### config.mk
export PLATFORM = sky130hd
export DESIGN_NAME = bfae_check
export DESIGN_NICKNAME = d
export VERILOG_FILES = /design/src/rtl/assert_macros.svh /design/src/rtl/bfae_pkg.sv /design/src/rtl/bfae_check.sv
export SDC_FILE = /design/constraint.sdc
export NUM_CORES = 1
export LEC_CHECK = 0
export BUFFER_PORTS_ARGS = -buffer_cell sky130_fd_sc_hd__buf_2
export CORE_MARGIN = 4
export CORE_UTILIZATION = 45
export DETAILED_ROUTE_END_ITERATION = 12
export GPL_TIMING_DRIVEN = 0
export PLACE_DENSITY = 0.71
export SETUP_SLACK_MARGIN = 0.1
export SYNTH_ARGS = -nofsm -noshare
export SYNTH_HDL_FRONTEND = slang
export SYNTH_SLANG_ARGS = --single-unit
export TNS_END_PERCENT = 10
### constraint.sdc
create_clock -name vclk -period 17.8
set_input_delay 3.56 -clock vclk [all_inputs]
set_output_delay 3.56 -clock vclk [all_outputs]
set_load 0.01 [all_outputs]
### src/rtl/assert_macros.svh
// ----------------------------------------------------------------------------
// assert_macros.svh
// concurrent assertion helpers clocked on clk_i, disabled during reset
// ----------------------------------------------------------------------------
`ifndef ASSERT_MACROS_SVH
`define ASSERT_MACROS_SVH

// property must hold at every clock edge outside reset
`define BFAE_ASSERT(label, prop, msg) \
  label: assert property (@(posedge clk_i) disable iff (!rst_ni) (prop)) else $error(msg);

// consequent must hold whenever the antecedent holds
`define BFAE_ASSERT_IMPL(label, ante, cons, msg) \
  label: assert property (@(posedge clk_i) disable iff (!rst_ni) (ante) |-> (cons)) \
    else $error(msg);

`endif

### src/rtl/bfae_pkg.sv
// ----------------------------------------------------------------------------
// bfae_pkg
// types and constants of the bit field access engine
// ----------------------------------------------------------------------------
package bfae_pkg;

  localparam int unsigned PosW   = 16;
  localparam int unsigned LenW   = 7;
  localparam int unsigned ValW   = 64;
  localparam int unsigned UsedW  = 13;
  localparam int unsigned IdxW   = 17;
  localparam logic [UsedW-1:0] UsedReset = 13'd4096;

  typedef enum logic [1:0] {
    OP_RD_BITS  = 2'd0,
    OP_WR_BITS  = 2'd1,
    OP_RD_BYTES = 2'd2,
    OP_WR_BYTES = 2'd3
  } opcode_e;

  typedef enum logic [2:0] {
    STS_OK     = 3'd0,
    STS_RO     = 3'd1,
    STS_LEN    = 3'd2,
    STS_RANGE  = 3'd3,
    STS_BOUNDS = 3'd4
  } status_e;

  typedef enum logic [0:0] {
    CFG_USED_SIZE = 1'b0,
    CFG_READ_ONLY = 1'b1
  } cfg_reg_e;

  typedef enum logic [4:0] {
    STATE_CLEAR  = 5'b00001,
    STATE_IDLE   = 5'b00010,
    STATE_CHECK  = 5'b00100,
    STATE_ACCESS = 5'b01000,
    STATE_DONE   = 5'b10000
  } state_e;

  typedef struct packed {
    status_e           status;
    logic              is_write;
    logic [IdxW-1:0]   fb;
    logic [IdxW-1:0]   lb;
    logic [2:0]        fofs;
    logic [2:0]        lofs;
    logic [3:0]        nb;
  } geom_t;

endpackage

### src/rtl/bfae_check.sv
// ----------------------------------------------------------------------------
// bfae_check
// access checks and byte span of one field access
// ----------------------------------------------------------------------------
module bfae_check #(
  parameter int unsigned BUF_BYTES = 4096
) (
  input  bfae_pkg::opcode_e               opcode_i,
  input  logic [bfae_pkg::PosW-1:0]       position_i,
  input  logic [bfae_pkg::LenW-1:0]       length_i,
  input  logic [bfae_pkg::ValW-1:0]       write_value_i,
  input  logic [bfae_pkg::UsedW-1:0]      used_size_i,
  input  logic                            read_only_i,
  output bfae_pkg::geom_t                 geom_o
);

  localparam logic [bfae_pkg::IdxW-1:0] BufBytes = bfae_pkg::IdxW'(BUF_BYTES);

  logic                          is_write;
  logic                          is_bits;
  logic [bfae_pkg::LenW-1:0]     len_max;
  logic [9:0]                    lbits;
  logic [18:0]                   fbit;
  logic [19:0]                   lbit;
  logic [bfae_pkg::IdxW-1:0]     lb;
  logic [bfae_pkg::IdxW-1:0]     fb;
  logic [bfae_pkg::IdxW-1:0]     used_ext;
  logic [bfae_pkg::IdxW-1:0]     used_eff;

  always_comb begin
    is_write = (opcode_i == bfae_pkg::OP_WR_BITS) || (opcode_i == bfae_pkg::OP_WR_BYTES);
    is_bits  = opcode_i inside {bfae_pkg::OP_RD_BITS, bfae_pkg::OP_WR_BITS};
    len_max  = is_bits ? 7'd32 : 7'd8;
    lbits    = is_bits ? {3'b000, length_i} : {length_i, 3'b000};
    fbit     = is_bits ? {3'b000, position_i} : {position_i, 3'b000};
    lbit     = {1'b0, fbit} + {10'd0, lbits} - 20'd1;
    lb       = lbit[19:3];
    fb       = {1'b0, fbit[18:3]};
    used_ext = {4'd0, used_size_i};
    used_eff = (used_ext > BufBytes) ? BufBytes : used_ext;

    if (is_write && read_only_i) begin
      geom_o.status = bfae_pkg::STS_RO;
    end else if ((length_i == '0) || (length_i > len_max)) begin
      geom_o.status = bfae_pkg::STS_LEN;
    end else if (is_write && ((write_value_i >> lbits) != '0)) begin
      geom_o.status = bfae_pkg::STS_RANGE;
    end else if (lb >= used_eff) begin
      geom_o.status = bfae_pkg::STS_BOUNDS;
    end else begin
      geom_o.status = bfae_pkg::STS_OK;
    end

    geom_o.is_write = is_write;
    geom_o.fb       = fb;
    geom_o.lb       = lb;
    geom_o.fofs     = fbit[2:0];
    geom_o.lofs     = lbit[2:0];
    geom_o.nb       = 4'(lb - fb + 17'd1);
  end

endmodule

==> impl_metrics.json, run 1 <==
{
  "outcome": "complete, no violations",
  "drtIter0Drc": 1209,
  "whs_endpoint": "geom_o[7]",
  "ctsResizeCount": 0,
  "power_density_mw_per_mm2": 46.9,
  "nFillCells": 1176,
  "setup_viol_count_final": 0,
  "hp-start": "position_i[0]",
  "grt_pass1_vias": 6899,
  "tightest_slew_ns": 1.12,
  "slowest_delay_ns": 0.71,
  "clock.fmax_mhz": 72.4,
  "n_clock_buffer": 0,
  "dr_total_vias": 7356,
  "fin_cells": 1086,
  "hold_class": "input port to primary output",
  "yosys-top-cells-area": "ha_1 (11%), o21ai_0 (6.8%), mux2i_1 (6.0%)",
  "ys_warn_count": 0,
  "dieArea_mm2": 0.0137,
  "finalWeightedCongestion": 1.03,
  "final_nets": 1097,
  "synth_commonest_cells": "nand2_1 (74), o21ai_0 (72), a21oi_1 (63), inv_1 (59), nor2_1 (53)",
  "dp_hpwl_um": 19200,
  "yosysMostFrequentCell": "nand2_1",
  "area_growth_pct": 17.2,
  "leakagePower_nw": 2.87,
  "ant_nets": 0,
  "cp-startpoint": "opcode_i[1]",
  "vdd_drop_max_uv": 47.3,
  "cp.buffers_inverters": 8,
  "ys_types": 87,
  "rows": 39,
  "slowest_stage": "a2111oi_0",
  "initial_core_util": 0.463,
  "worst_setup_path_start_kind": "input port",
  "drt_pass1_iterations": 6,
  "min_period_ns": 13.81,
  "seq_cells": 0,
  "cp_top_family": "compound AO/OA/AOI/OAI gates",
  "postCtsHoldBufs": 0,
  "synthCells": 796,
  "core-area_mm2": 0.0115,
  "die_w_um": 117,
  "cap_violations": 0,
  "hold_depth": 4,
  "critical_path_required_ns": 14.24,
  "num_io_pins": 151,
  "wirelength_um": 24300,
  "postCtsSetupBuffers": 0,
  "crit_type": "input port to primary output",
  "yosysSeqAreaShare": 0,
  "slew_violations": 0,
  "antenna_cells": 0,
  "yosys.area.top_type": "ha_1",
  "hold_viol_final": 0,
  "cp_max_fo": 10,
  "gr-total-overflow": 0,
  "synth_fp_nets": 948,
  "grt_pass1_wl_um": 36800,
  "rsz0062_at_grt": "false",
  "dp_cells": 1086,
  "synth_top_area_share": 0.110,
  "regArea_um2": 0,
  "port_buffers": 147,
  "setup_tns_ns": 0,
  "wire_per_inst_um": 22.4,
  "drc": 0,
  "synth_area_per_cell_um2": 6.70,
  "arrival_ns": 10.25,
  "viasPerCell": 6.77,
  "period_share": 0.776,
  "end_kind": "primary output",
  "gr-usage-all-layers": 0.341,
  "drive_above_1_share": 0.251,
  "slew_headroom": 0.255,
  "netlist_area_mm2": 0.00533,
  "grt_antenna_before_repair": 0,
  "grt_max_degree": 11,
  "die_h_um": 117
}
-- kinds of logic (layout without fill, tap and decap cells) --
logic type	Yosys count	in the layout	synth area share
buf+inv	116	263	0.105
simple gates	244	244	0.232
xor+xnor	17	17	0.0279
fa+ha+maj	49	49	0.118
other cells	1	1	0.000704
compound gates	311	311	0.400
mux	58	58	0.116
-- report_power, final --
| group | switching, mW | internal, mW |
|---|---|---|
| clock | 0 | 0 |
| sequential | 0 | 0 |
| combinational | 0.175 | 0.118 |
| total | 0.175 | 0.118 |
-- stage by stage --
step	worst slack [ns]	hold WS (ns)	power, mW	util	instance area (um2)
floorplan	5.47	7.18	0.192	-	5330
global placement	4.02	7.44	0.285	0.542	6240
detailed placement	4.01	7.44	0.286	0.542	6240
CTS	3.99	7.44	0.288	0.542	6240
global route	3.55	7.47	0.321	0.542	6240
finish	3.99	7.43	0.293	0.542	6240
-- worst max path at each step --
stage	slack (ns)	endpoint	cells after the start
after floorplan	5.47	geom_o[47]	26
after global placement	4.02	geom_o[47]	28
after detailed placement	4.01	geom_o[47]	28
after CTS	3.99	geom_o[47]	28
after global routing	3.55	geom_o[47]	28
final	3.99	geom_o[47]	28
-- layer usage --
layer	vias up	share of wire	global-route usage	routed length, um
met2	573	0.44	0.559	10600
li1	3341	-	-	-
met5	-	0	0	0
met3	116	0.13	0.0663	3120
met4	0	0.056	0.161	1370
met1	3326	0.38	0.431	9220
-- cells in the final DEF, fill, tap and decap left out, types with 5 or more instances in the layout --
cell	netlist	layout
a211oi_1	10	10
a21o_1	10	10
a21oi_1	63	63
a221o_1	5	5
a221oi_1	14	14
a22oi_1	12	12
a31oi_1	10	10
a32oi_1	13	13
and2_1	10	10
buf_2	19	166
buf_4	5	5
buf_6	11	11
clkbuf_1	15	15
ha_1	47	47
inv_1	59	59
mux2_2	24	24
mux2i_1	32	32
nand2_1	74	74
nand2b_1	6	6
nand3_1	16	16
nand4_1	14	14
nor2_1	53	53
nor2b_1	6	6
nor3_1	21	21
nor4_1	9	9
o211ai_1	12	12
o21a_1	12	12
o21ai_0	72	72
o21ai_1	7	7
o22ai_1	9	9
o31ai_1	5	5
o32ai_1	6	6
xnor2_1	13	13
-- tightest hold or removal path, cell delays in order --
cell     delay [ns]
buf_2          0.09
nand2_1        0.07
inv_1          0.05
buf_2          0.11
-- final cells by class --
class              instances  area [um2]  area share
plain buffers             53         324      0.0519
repair buffers           147         736       0.118
well taps                143         179      0.0287
inverters                 63         236      0.0379
multi-input cells        680        4770       0.764
Note: power is estimated with default switching activity, not from simulation.
==> run 2, diff against run 1 <==
- PLACE_DENSITY: 0.71 -> 0.73
- clock period: 17.8 -> 12.13 ns (I/O delays scaled with it)
==> run 2 against run 1 <==
Net effect:
- hold slack worse by 2.3 ns
- non-clock buffer count unchanged
- sequential cell count unchanged
- via count up 0.35%
- wire length up 4.0%
- critical path depth unchanged
- combinational power up 48%
- core utilization about the same
- critical path type unchanged
==> impl_metrics.json, run 2 (synthesis gave the netlist of run 1 again) <==
{
  "min_period_ns": 11.43,
  "drtIter0Drc": 1038,
  "postCtsSetupBuffers": 0,
  "hold_viol_final": 0,
  "dp_cells": 1086,
  "core-area_mm2": 0.0115,
  "fin_cells": 1086,
  "clock.fmax_mhz": 87.5,
  "viasPerCell": 6.80,
  "port_buffers": 147,
  "regArea_um2": 0,
  "antenna_cells": 0,
  "period_share": 0.943,
  "arrival_ns": 9.01,
  "finalWeightedCongestion": 1.03,
  "vdd_drop_max_uv": 77.0,
  "final_cell_mix": "buf_2 (166), nand2_1 (74), o21ai_0 (72)",
  "power_mw": 0.435,
  "dr_total_vias": 7382,
  "die_h_um": 117,
  "drc": 0,
  "end_kind": "primary output",
  "final_util": 0.542,
  "power_density_mw_per_mm2": 69.6,
  "num_io_pins": 151,
  "postCtsHoldBufs": 0,
  "grt_pass1_wl_um": 38800,
  "hold_class": "input port to primary output",
  "final_nets": 1097,
  "leakagePower_nw": 2.87,
  "outcome": "complete, no violations",
  "wire_per_inst_um": 23.2,
  "slowest_stage": "a2111oi_1",
  "dp_hpwl_um": 19800,
  "grt_pass1_vias": 7050,
  "slew_violations": 0,
  "rows": 39,
  "tightest_slew_ns": 1.23,
  "grt_antenna_before_repair": 1,
  "gr-usage-all-layers": 0.361,
  "setup_tns_ns": 0,
  "n_clock_buffer": 0,
  "gr-total-overflow": 0,
  "wirelength_um": 25200,
  "cp_max_fo": 10,
  "initial_core_util": 0.463,
  "worst_setup_path_start_kind": "input port",
  "drt_pass1_iterations": 8,
  "ctsResizeCount": 0,
  "die_w_um": 117,
  "dieArea_mm2": 0.0137,
  "grt_max_degree": 11,
  "crit_type": "input port to primary output",
  "ant_nets": 0,
  "critical_path_required_ns": 9.70,
  "rsz0062_at_grt": "false",
  "final_common_cell": "buf_2",
  "cap_violations": 0,
  "slew_headroom": 0.180,
  "setup_viol_count_final": 0,
  "seq_cells": 0,
  "drive_above_1_share": 0.251,
  "area_growth_pct": 17.2,
  "slowest_delay_ns": 0.65,
  "nFillCells": 1244
}
run 2: cell counts in the layout (fill, tap and decap cells not counted):
Identical to the previous run, type by type.
run 2: worst paths after layout:
path | cells after the start | slack [ns] | from | endpoint
setup / recovery | 28 | 0.70 | opcode_i[1] | geom_o[47]
hold / removal | 4 | 5.17 | position_i[0] | geom_o[7]
run 2: layout make-up:
type,instances,area (um2),share of cell area
multi-input cells,680,4770,0.764
repair buffers,147,736,0.118
plain buffers,53,324,0.0519
inverters,63,236,0.0379
well taps,143,179,0.0286
run 2: critical path: cells and delay by family:
family                     cells  cell delay [ns]
buffers and inverters          8             2.23
adders and majority gates      3             0.82
muxes                          1             0.31
xor gates and xnor gates       1             0.21
and+or+nand+nor                5             0.73
AOI/OAI and AO/OA             10             2.27
run 2: stage by stage:
step | setup slack [ns] | area (um2) | hold WS (ns)
after floorplan | 2.07 | 5330 | 4.91
after global placement | 0.615 | 6240 | 5.17
after detailed placement | 0.651 | 6240 | 5.17
after CTS | 0.627 | 6240 | 5.17
after global routing | 0.169 | 6250 | 5.20
final | 0.696 | 6250 | 5.17
run 2: metal layers:
layer / track usage / up-vias / wire length [um]
met2: 0.586 / 635 / 10900
met4: 0.164 / 2 / 1390
met5: 0 / - / 7
li1: - / 3346 / -
met3: 0.0720 / 131 / 3350
met1: 0.460 / 3268 / 9600
run 2: power breakdown:
part           switching [mW]  total, mW  internal (mW)
registers                   0          0              0
clock network               0          0              0
logic                   0.261      0.435          0.174
